$ cat src/hdl/command_frame_checker_macros.svh
// ---------------------------------------------------------------------------
// command_frame_checker assertion macros
// Shared concurrent assertion forms, clocked on clock, quiet during reset.
// ---------------------------------------------------------------------------
`ifndef COMMAND_FRAME_CHECKER_MACROS_SVH
`define COMMAND_FRAME_CHECKER_MACROS_SVH

// property holds in the same cycle
`define CFC_ASSERT(label, prop, msg) \
   label: assert property (@(posedge clock) disable iff (reset) (prop)) else $error(msg);

// consequent holds in the cycle after the antecedent
`define CFC_ASSERT_NEXT(label, ante, cons, msg) \
   label: assert property (@(posedge clock) disable iff (reset) (ante) |=> (cons)) \
      else $error(msg);

`endif

$ cat src/hdl/cfc_pkg.sv
// ---------------------------------------------------------------------------
// cfc_pkg
// Types and constants shared by the command frame checker modules.
// ---------------------------------------------------------------------------
`default_nettype none

package cfc_pkg;

   // result status codes
   localparam logic [1:0] STATUS_VALID    = 2'd0;
   localparam logic [1:0] STATUS_CHECKSUM = 2'd1;
   localparam logic [1:0] STATUS_FORMAT   = 2'd2;

   // frame markers
   localparam logic [7:0] SYNC_HI  = 8'hFF;
   localparam logic [7:0] SYNC_LO  = 8'h55;
   localparam logic [7:0] TAIL_HI  = 8'hFF;
   localparam logic [7:0] TAIL_LO  = 8'hAA;

   localparam logic [7:0] MIN_LEN       = 8'd4;
   localparam logic [7:0] PAYLOAD_START = 8'd5;
   localparam logic [4:0] RESULT_LIMIT  = 5'd23;

   // controller -> datapath
   typedef struct packed {
      logic byte_we;       // accepted input word
      logic clear;         // restart frame collection
      logic load_single;   // load the one-word result of an evaluation
      logic rd_en;         // read payload byte at current index
      logic load_payload;  // load a payload result
      logic idx_inc;       // step payload index
   } cfc_cmd_type;

   // datapath -> controller
   typedef struct packed {
      logic out_free;      // output register can take a word this cycle
      logic single;        // evaluation yields exactly one result
      logic emit_last;     // current payload index is the final one
   } cfc_stat_type;

endpackage

`default_nettype wire

$ cat src/hdl/cfc_datapath.sv
// ---------------------------------------------------------------------------
// cfc_datapath
// Frame store, header/tail capture, running checksum and output register.
// ---------------------------------------------------------------------------
`default_nettype none
`include "command_frame_checker_macros.svh"

module cfc_datapath #(
   parameter int MAX_FRAME_BYTES = 32
) (
   input  wire logic               clock,
   input  wire logic               reset,
   input  wire logic [7:0]         rx_byte,
   input  wire cfc_pkg::cfc_cmd_type cmd,
   output cfc_pkg::cfc_stat_type   stat,
   input  wire logic               rsp_tready,
   output logic                    rsp_tvalid,
   output logic [1:0]              rsp_status,
   output logic [15:0]             rsp_command_type,
   output logic [7:0]              rsp_payload_byte,
   output logic [4:0]              rsp_payload_index,
   output logic                    rsp_has_payload,
   output logic                    rsp_last
);

   localparam int AW = $clog2(MAX_FRAME_BYTES);
   localparam int PW = $clog2(MAX_FRAME_BYTES + 1);
   localparam logic [8:0] MAX9 = 9'(MAX_FRAME_BYTES);

   logic [7:0] mem [MAX_FRAME_BYTES];
   logic [7:0] rd_data_ff;

   logic [PW-1:0] pos_ff, pos_in;
   logic          ovf_ff, ovf_in;
   logic [15:0]   sum_ff, sum_in;
   logic [7:0]    b0_ff, b1_ff, len_ff, typ_hi_ff, typ_lo_ff;
   logic [7:0]    ck_hi_ff, ck_lo_ff, tl_hi_ff, tl_lo_ff;
   logic [4:0]    idx_ff, idx_in;

   logic          out_vld_ff, out_vld_in;
   logic [1:0]    o_status_ff;
   logic [15:0]   o_type_ff;
   logic [7:0]    o_byte_ff;
   logic [4:0]    o_idx_ff;
   logic          o_has_ff, o_last_ff;

   logic [8:0]    pos9, len9;
   logic          store_en;
   logic          fmt_bad, ck_bad;
   logic [1:0]    frame_status;
   logic [7:0]    len_m5;
   logic [4:0]    count;
   logic [5:0]    rd_addr6;
   logic [15:0]   frame_type;

   assign pos9     = 9'(pos_ff);
   assign len9     = 9'(len_ff);
   assign store_en = cmd.byte_we && (pos9 < MAX9);

   // ---- frame collection ----
   always_comb begin
      pos_in = pos_ff;
      ovf_in = ovf_ff;
      sum_in = sum_ff;
      if (cmd.clear) begin
         pos_in = '0;
         ovf_in = 1'b0;
         sum_in = '0;
      end else if (store_en) begin
         pos_in = pos_ff + PW'(1);
         if (pos9 == 9'd2 || (pos9 >= 9'd3 && pos9 < len9))
            sum_in = sum_ff + 16'(rx_byte);
      end else if (cmd.byte_we) begin
         ovf_in = 1'b1;
      end
   end

   always_ff @(posedge clock) begin
      if (reset) begin
         pos_ff <= '0;
         ovf_ff <= 1'b0;
         sum_ff <= '0;
      end else begin
         pos_ff <= pos_in;
         ovf_ff <= ovf_in;
         sum_ff <= sum_in;
      end
   end

   // header and tail bytes are captured as they pass
   always_ff @(posedge clock) begin
      if (store_en) begin
         if (pos9 == 9'd0) b0_ff     <= rx_byte;
         if (pos9 == 9'd1) b1_ff     <= rx_byte;
         if (pos9 == 9'd2) len_ff    <= rx_byte;
         if (pos9 == 9'd3) typ_hi_ff <= rx_byte;
         if (pos9 == 9'd4) typ_lo_ff <= rx_byte;
         if (pos9 >= 9'd3 && pos9 == len9)          ck_hi_ff <= rx_byte;
         if (pos9 >= 9'd3 && pos9 == len9 + 9'd1)   ck_lo_ff <= rx_byte;
         if (pos9 >= 9'd3 && pos9 == len9 + 9'd2)   tl_hi_ff <= rx_byte;
         if (pos9 >= 9'd3 && pos9 == len9 + 9'd3)   tl_lo_ff <= rx_byte;
      end
   end

   // ---- frame store ----
   assign rd_addr6 = 6'(idx_ff) + 6'(cfc_pkg::PAYLOAD_START);

   always_ff @(posedge clock) begin
      if (store_en)
         mem[pos_ff[AW-1:0]] <= rx_byte;
      if (cmd.rd_en)
         rd_data_ff <= mem[rd_addr6[AW-1:0]];
   end

   // ---- evaluation ----
   assign fmt_bad = ovf_ff || (pos9 < 9'd3) || (len_ff < cfc_pkg::MIN_LEN)
                 || (len9 + 9'd4 > MAX9) || (pos9 < len9 + 9'd4)
                 || (b0_ff != cfc_pkg::SYNC_HI) || (b1_ff != cfc_pkg::SYNC_LO)
                 || (tl_hi_ff != cfc_pkg::TAIL_HI) || (tl_lo_ff != cfc_pkg::TAIL_LO);
   assign ck_bad  = (sum_ff != {ck_hi_ff, ck_lo_ff});

   always_comb begin
      priority if (fmt_bad) frame_status = cfc_pkg::STATUS_FORMAT;
      else if (ck_bad)      frame_status = cfc_pkg::STATUS_CHECKSUM;
      else                  frame_status = cfc_pkg::STATUS_VALID;
   end

   assign len_m5 = len_ff - cfc_pkg::PAYLOAD_START;

   always_comb begin
      priority if (len_ff <= cfc_pkg::PAYLOAD_START)     count = '0;
      else if (len_m5 > 8'(cfc_pkg::RESULT_LIMIT))       count = cfc_pkg::RESULT_LIMIT;
      else                                               count = len_m5[4:0];
   end

   assign frame_type = {typ_hi_ff, typ_lo_ff};

   // ---- payload index ----
   always_comb begin
      idx_in = idx_ff;
      if (cmd.clear)        idx_in = '0;
      else if (cmd.idx_inc) idx_in = idx_ff + 5'd1;
   end

   always_ff @(posedge clock) begin
      if (reset) idx_ff <= '0;
      else       idx_ff <= idx_in;
   end

   // ---- output register ----
   assign stat.out_free  = !out_vld_ff || rsp_tready;
   assign stat.single    = (frame_status != cfc_pkg::STATUS_VALID) || (count == '0);
   assign stat.emit_last = (idx_ff + 5'd1 == count);

   always_comb begin
      out_vld_in = out_vld_ff;
      if (cmd.load_single || cmd.load_payload) out_vld_in = 1'b1;
      else if (rsp_tready)                     out_vld_in = 1'b0;
   end

   always_ff @(posedge clock) begin
      if (reset) out_vld_ff <= 1'b0;
      else       out_vld_ff <= out_vld_in;
   end

   always_ff @(posedge clock) begin
      if (cmd.load_single) begin
         o_status_ff <= frame_status;
         o_type_ff   <= (frame_status == cfc_pkg::STATUS_VALID) ? frame_type : 16'd0;
         o_byte_ff   <= '0;
         o_idx_ff    <= '0;
         o_has_ff    <= 1'b0;
         o_last_ff   <= 1'b1;
      end else if (cmd.load_payload) begin
         o_status_ff <= cfc_pkg::STATUS_VALID;
         o_type_ff   <= frame_type;
         o_byte_ff   <= rd_data_ff;
         o_idx_ff    <= idx_ff;
         o_has_ff    <= 1'b1;
         o_last_ff   <= stat.emit_last;
      end
   end

   assign rsp_tvalid        = out_vld_ff;
   assign rsp_status        = o_status_ff;
   assign rsp_command_type  = o_type_ff;
   assign rsp_payload_byte  = o_byte_ff;
   assign rsp_payload_index = o_idx_ff;
   assign rsp_has_payload   = o_has_ff;
   assign rsp_last          = o_last_ff;

   // ---- checks ----
   `CFC_ASSERT(a_load_into_free, (!(cmd.load_single || cmd.load_payload)) || stat.out_free, "result loaded over a pending word")
   `CFC_ASSERT(a_nonlast_is_payload, (!(out_vld_ff && !o_last_ff)) || o_has_ff, "non-final result without payload")
   `CFC_ASSERT(a_ovf_only_when_full, (!ovf_ff) || (pos9 == MAX9), "overflow flagged before store full")

endmodule

`default_nettype wire

$ cat config.mk
export PLATFORM = sky130hd
export DESIGN_NAME = cfc_datapath
export DESIGN_NICKNAME = d
export VERILOG_FILES = /design/src/hdl/cfc_pkg.sv /design/src/hdl/cfc_datapath.sv
export VERILOG_INCLUDE_DIRS = /design/src /design/src/hdl
export SDC_FILE = /design/constraint.sdc
export NUM_CORES = 1
export LEC_CHECK = 0
export ABC_AREA = 1
export BUFFER_PORTS_ARGS = -buffer_cell sky130_fd_sc_hd__buf_2
export CORE_MARGIN = 4
export CORE_UTILIZATION = 35
export CTS_CLUSTER_DIAMETER = 50
export CTS_CLUSTER_SIZE = 28
export DETAILED_ROUTE_END_ITERATION = 6
export GPL_TIMING_DRIVEN = 0
export HOLD_SLACK_MARGIN = 0.02
export PLACE_DENSITY = 0.51
export SETUP_SLACK_MARGIN = 0.15
export SYNTH_ARGS = -nofsm -noshare
export SYNTH_HDL_FRONTEND = slang
export SYNTH_SLANG_ARGS = --single-unit
$ cat constraint.sdc
create_clock -name clock -period 2.6 [get_ports clock]
set_input_delay 0 -clock clock [delete_from_list [all_inputs] [get_ports clock]]
set_output_delay 0 -clock clock [all_outputs]
set_load 0.05 [all_outputs]
After elaboration in Yosys (flattened, before gate mapping):

Memory sizes are Yosys's and may differ from the RTL's. A register that Yosys moved wholly into a read port is not among the register bits.
Cells that the tools add are included.
Widths: inputs -> output; s select.

* register bits after elaboration: 134
* memory bits (writable): 256
* input port bits: 17
* output and inout port bits: 37
* logic and storage cells: 104
* memories kept: 1

* $add $sub $neg: 9
* magnitude comparators: 9
* eq/ne operators: 14
* multiplexer cells: 13
* bitwise operators: 1
* reductions and logical operators: 37

Memories
* mem: words 32, width 8, read ports 1, clocked after memory_dff 1, write ports 1, RTL line cfc_datapath.sv:30 `logic [7:0] mem [MAX_FRAME_BYTES];`

Operators by type and width (count)
* $mux 16: 3
* $eq 6x9->1: 3
* $ne 8x8->1 const B: 3
* $reduce_and 2->1: 11
* $add 8x2->9 const B: 2
* $add 16x8->16: 1
* $ne 16x16->1: 1
* $eq 6x2->1 const B: 2
* $logic_or 1x1->1: 12
* $mux 5: 2
* $add 8x1->9 const B: 1
* $add 8x3->9 const B: 1
* $gt 9x6->1 const B: 1
* $logic_not 9->1: 1
* $lt 6x9->1: 1
* $eq 6x8->1: 1
* $gt 8x5->1 const B: 1
* $le 8x3->1 const B: 1
* $lt 6x8->1: 1
* $lt 8x3->1 const B: 1
* $ne 8x7->1 const B: 1
* $sub 8x3->8 const B: 1
* $add 6x1->6 const B: 1
* $eq 6x1->1 const B: 1
* other kinds (16): 29

Depth between registers and ports, before layout:

* depth after elaboration: 13
* mapped depth: 15
* mapped depth without buffers: 15

Least setup slack after synthesis:

No wires, ideal clock.

* kind: register to register
* start point: register len_ff[2]
* end point: register ck_lo_ff[0] (enable)
* library setup time: 0.395 ns
* data arrival time: 2.320 ns
* required time: 2.205 ns
* slack: -0.114 ns
* cell stages (with the launch flop): 7
* path buffers: 0
* clock period less this slack: 2.714 ns
* cell sequence: edfxtp_1 ha_1 inv_1 nor3_1 or2_2 o21a_1 nor4_1

* longest elaborated chain between the ends: 4

Ends and longest elaborated chain
* start: declaration: RTL line cfc_datapath.sv:36 `logic [7:0] b0_ff, b1_ff, len_ff, typ_hi_ff, typ_lo_ff;`
* start signal: assignment: RTL line cfc_datapath.sv:95 `if (pos9 == 9'd2) len_ff <= rx_byte;`
* $add 8x1->9: RTL line cfc_datapath.sv:99 `if (pos9 >= 9'd3 && pos9 == len9 + 9'd1) ck_lo_ff <= rx_byte;`
* $eq 6x9->1: RTL line cfc_datapath.sv:99
* $logic_and 1x1->1: RTL line cfc_datapath.sv:99
* $reduce_and 2->1 (no line)
* end signal: assignment: RTL line cfc_datapath.sv:99
* end: declaration: RTL line cfc_datapath.sv:37 `logic [7:0] ck_hi_ff, ck_lo_ff, tl_hi_ff, tl_lo_ff;`

No other way between the ends.
A chain may end at the register's enable or synchronous reset.

==> flow_metrics.env <==
export IMPL_die_area_mm2=0.0519
export IMPL_synth_top_family_by_area="simple AND/OR/NAND/NOR gates"
export IMPL_p_int_w=0.0105
export IMPL_leakage_nw=7.14
export IMPL_hold_path_cell_count=1
export IMPL_drc=0
export IMPL_setup_viol_count_final=2
export IMPL_combPwrFrac=0.073
export IMPL_wirelength_um=46400
export IMPL_avgSynthCellArea_um2=11.7
export IMPL_globalRouteOverflowTotal=0
export IMPL_synthesis_nets=1491
export IMPL_ys_seq_elements=398
export IMPL_fp_coreArea_mm2=0.0477
export IMPL_port_buffers=53
export IMPL_failed_checks="negative setup slack"
export IMPL_antenna_found_initial=0
export IMPL_synthMuxAreaShare=0.00533
export IMPL_r2r_end="rsp_command_type[13]"
export IMPL_crit_path_start_kind="flip-flop"
export IMPL_post_place_cells=2110
export IMPL_fp_dieH_um=228
export IMPL_drtAntennaViolNets=0
export IMPL_area_growth_pct=18.8
export IMPL_crit_type="reg -> out"
export IMPL_swShare=0.244
export IMPL_ys_flop_type="edfxtp_1"
export IMPL_r2r_cells=15
export IMPL_seqPwrFrac=0.511
export IMPL_layout_drive_gt1_share=0.189
export IMPL_first_global_vias=11300
export IMPL_tritoncts="done"
export IMPL_nFillCells=4437
export IMPL_fin_skew_ns=0.0265
export IMPL_drtIter0Drc=926
export IMPL_rsz0062_at_grt="yes"
export IMPL_grt_max_degree=44
export IMPL_avgRoutedWirePerCell_um=20.9
export IMPL_critical_path_buf_inv_count=4
export IMPL_synth_xor_xnor_area_share=0.0192
export IMPL_fmax_ghz=0.340
export IMPL_final_cells=2219
export IMPL_placed_area_mm2=0.0180
export IMPL_path_cells="inv_2 > buf_6 > ha_4 > inv_4 > ha_4 > nand2_2 > o211ai_1 > a21o_1 > nand4_1 > nor2_2 > nand2_2 > buf_8"
export IMPL_cpMaxStageDelayCell="edfxtp_1"
export IMPL_vias=11600
export IMPL_slew_limit_headroom=0.166
export IMPL_cts_buffers=38
export IMPL_tightest_slew_ns=1.24
export IMPL_grt_pass1_wl_um=70100
export IMPL_power_switching_w=0.00338
export IMPL_syn_cell_area_mm2=0.0169
export IMPL_path_delay_family="simple AND/OR/NAND/NOR gates"
export IMPL_setup_tns_ns=-0.479
export IMPL_pre_cts_slack_ns=-0.509
export IMPL_cap_viol_max_count=0
export IMPL_period_share=1.13
export IMPL_yosys_area_share_adder=0.0249
export IMPL_postLayoutSetupSlackWorst_ns=-0.339
export IMPL_cp_arrival_ns=2.94
export IMPL_nets=1626
export IMPL_reg2reg_slack_ns=0.03
export IMPL_worstHoldPathType="in -> reg"
export IMPL_clk_pin_slew_ns=0.07
export IMPL_clk_path_buf_depth=3
export IMPL_hold_end="mem[17][0]"
export IMPL_gp_congestion=0.863
export IMPL_dp_hpwl_um=30000
export IMPL_initial_utilization=0.354
export IMPL_cts_root_buffer="clkbuf_16"
export IMPL_die_w_um=228
export IMPL_fin_crit_ns=2.94
export IMPL_final_util=0.421
export IMPL_post_synth_and_or_nand_nor_area_fraction=0.118
export IMPL_synthCells=1441
export IMPL_grt_util_all_layers=0.174
export IMPL_synth_compound_area_share=0.114
export IMPL_power_density_mw_per_mm2=689
export IMPL_ys_types=45
export IMPL_crit_path_end_kind="output pin"
export IMPL_drv_slew=0
export IMPL_status="finished, violations left"
export IMPL_num_rows=80
export IMPL_clk_insertion_delay_late_ns=0.55
export IMPL_cts_sinks=398
export IMPL_reg2reg_from="len_ff[3]"
export IMPL_crit_fanout=3
export IMPL_cp_slowest_stage_delay_ns=0.46
export IMPL_hold_start="rx_byte[0]"
export IMPL_worstPathRequired_ns=2.60
export IMPL_yosysWarningCount=0
export IMPL_clock_power_share=0.416
export IMPL_h_tree_depth=2
export IMPL_dr_pass1_iters=5
export IMPL_synth_seq_area_share=0.680
export IMPL_largest_reg_flops=256
export IMPL_path_depth=12
export IMPL_ir_drop_mv=0.343
export IMPL_synth_edf_count=354
export IMPL_vias_per_cell=5.21
export IMPL_finalHoldViolCount=0
export IMPL_synthArstFlopShare=0
export IMPL_diodes=0
export IMPL_fin_area_mm2=0.0201
export IMPL_ios=54
[Yosys cell counts (all sizes together), types with 2 or more instances]
master,n,area [um^2]
a21o,2,15.0
a21oi,40,204
a22o,8,70.1
a31oi,4,25.0
buf,18,101
clkbuf,44,165
dfxtp,44,881
edfxtp,354,10600
ha,32,400
inv,103,387
mux2,8,90.1
nand2,138,533
nand3,43,228
nand4,28,175
nor2,235,890
nor3,15,80.1
nor4,6,37.5
o211ai,26,195
o21ai,180,912
o221ai,25,219
o22ai,40,250
or2,5,31.3
xnor2,16,140
xor2,19,185
[cell usage in the layout, fill, tap and decap left out, types with 6 or more instances in the layout]
cell,Yosys,final
a21oi_1,39,37
a22o_1,8,8
buf_2,12,63
buf_4,3,28
buf_6,1,9
clkbuf_1,44,20
clkbuf_16,0,39
clkbuf_2,0,14
clkbuf_4,0,8
dfxtp_1,44,42
dlygate4sd3_1,0,10
edfxtp_1,354,354
ha_1,32,25
ha_4,0,7
inv_1,96,87
inv_2,7,14
mux2_2,8,8
nand2_1,134,118
nand2_2,3,16
nand3_1,42,36
nand3_2,0,6
nand4_1,28,28
nor2_1,232,199
nor2_2,3,32
nor3_1,14,14
o211ai_1,26,26
o21ai_0,174,173
o21ai_1,5,6
o221ai_1,25,25
o22ai_1,40,40
xnor2_1,16,14
xor2_1,18,17
[cell type report]
cell class | count | area, um^2 | share of cell area
clock buffer | 40 | 980 | 0.0488
timing repair buffer | 95 | 669 | 0.0333
sequential | 398 | 11500 | 0.573
multi-input combinational | 877 | 5090 | 0.253
clock inverter | 28 | 324 | 0.0161
buffer | 62 | 347 | 0.0172
tap | 615 | 769 | 0.0383
inverter | 104 | 395 | 0.0197
[per-stage QoR]
step	hold slack, ns	total power, W
floorplan	0.0691	0.00775
global placement	0.171	0.00816
detailed placement	0.181	0.00817
CTS	0.181	0.0140
global route	0.155	0.0143
finish	0.141	0.0138
[repair_timing]
action | in CTS | in global routing
hold endpoints to repair | 40 | 0
hold buffers | 10 | 0
resized for setup | 92 | 72
setup endpoints to repair | 72 | 208
setup buffers | 20 | 11
cloned | 0 | 0
pin swaps | 20 | 21
[cells by family (layout without fill, tap and decap cells)]
| group | Yosys count | after routing |
|---|---|---|
| AND/OR/NAND/NOR | 472 | 472 |
| flip-flops | 398 | 398 |
| AO/OA/AOI/OAI | 329 | 329 |
| multiplexers | 8 | 8 |
| XOR/XNOR | 35 | 35 |
| buffers and inverters | 166 | 329 |
| adder cells (fa/ha/maj) | 33 | 33 |
[power groups by stage]
stage / combinational [W] / sequential (W) / clock [W]
2_1_floorplan: 0.000443 / 0.00731 / 0
3_3_place_gp: 0.000947 / 0.00721 / 0
3_5_place_dp: 0.000955 / 0.00721 / 0
4_1_cts: 0.000999 / 0.00707 / 0.00589
5_1_grt: 0.00110 / 0.00707 / 0.00616
6_report: 0.00101 / 0.00707 / 0.00576
[worst max path at each step]
stage | start | to | slack [ns]
global route | len_ff[3] | stat[1] | -0.42
floorplan | len_ff[2] | ck_lo_ff[0] | 0.19
global placement | len_ff[0] | ck_lo_ff[1] | -0.49
finish | len_ff[3] | stat[1] | -0.34
detailed placement | len_ff[0] | ck_lo_ff[1] | -0.51
CTS | len_ff[3] | stat[1] | -0.32
[metal layers]
layer / GRT usage / vias to the layer above / wire (um)
met5: 0 / - / 0
met3: 0.0261 / 60 / 2890
met4: 0.0427 / 0 / 983
met2: 0.288 / 345 / 22100
li1: - / 5478 / -
met1: 0.242 / 5668 / 20400
(Power assumes the default switching activity.)
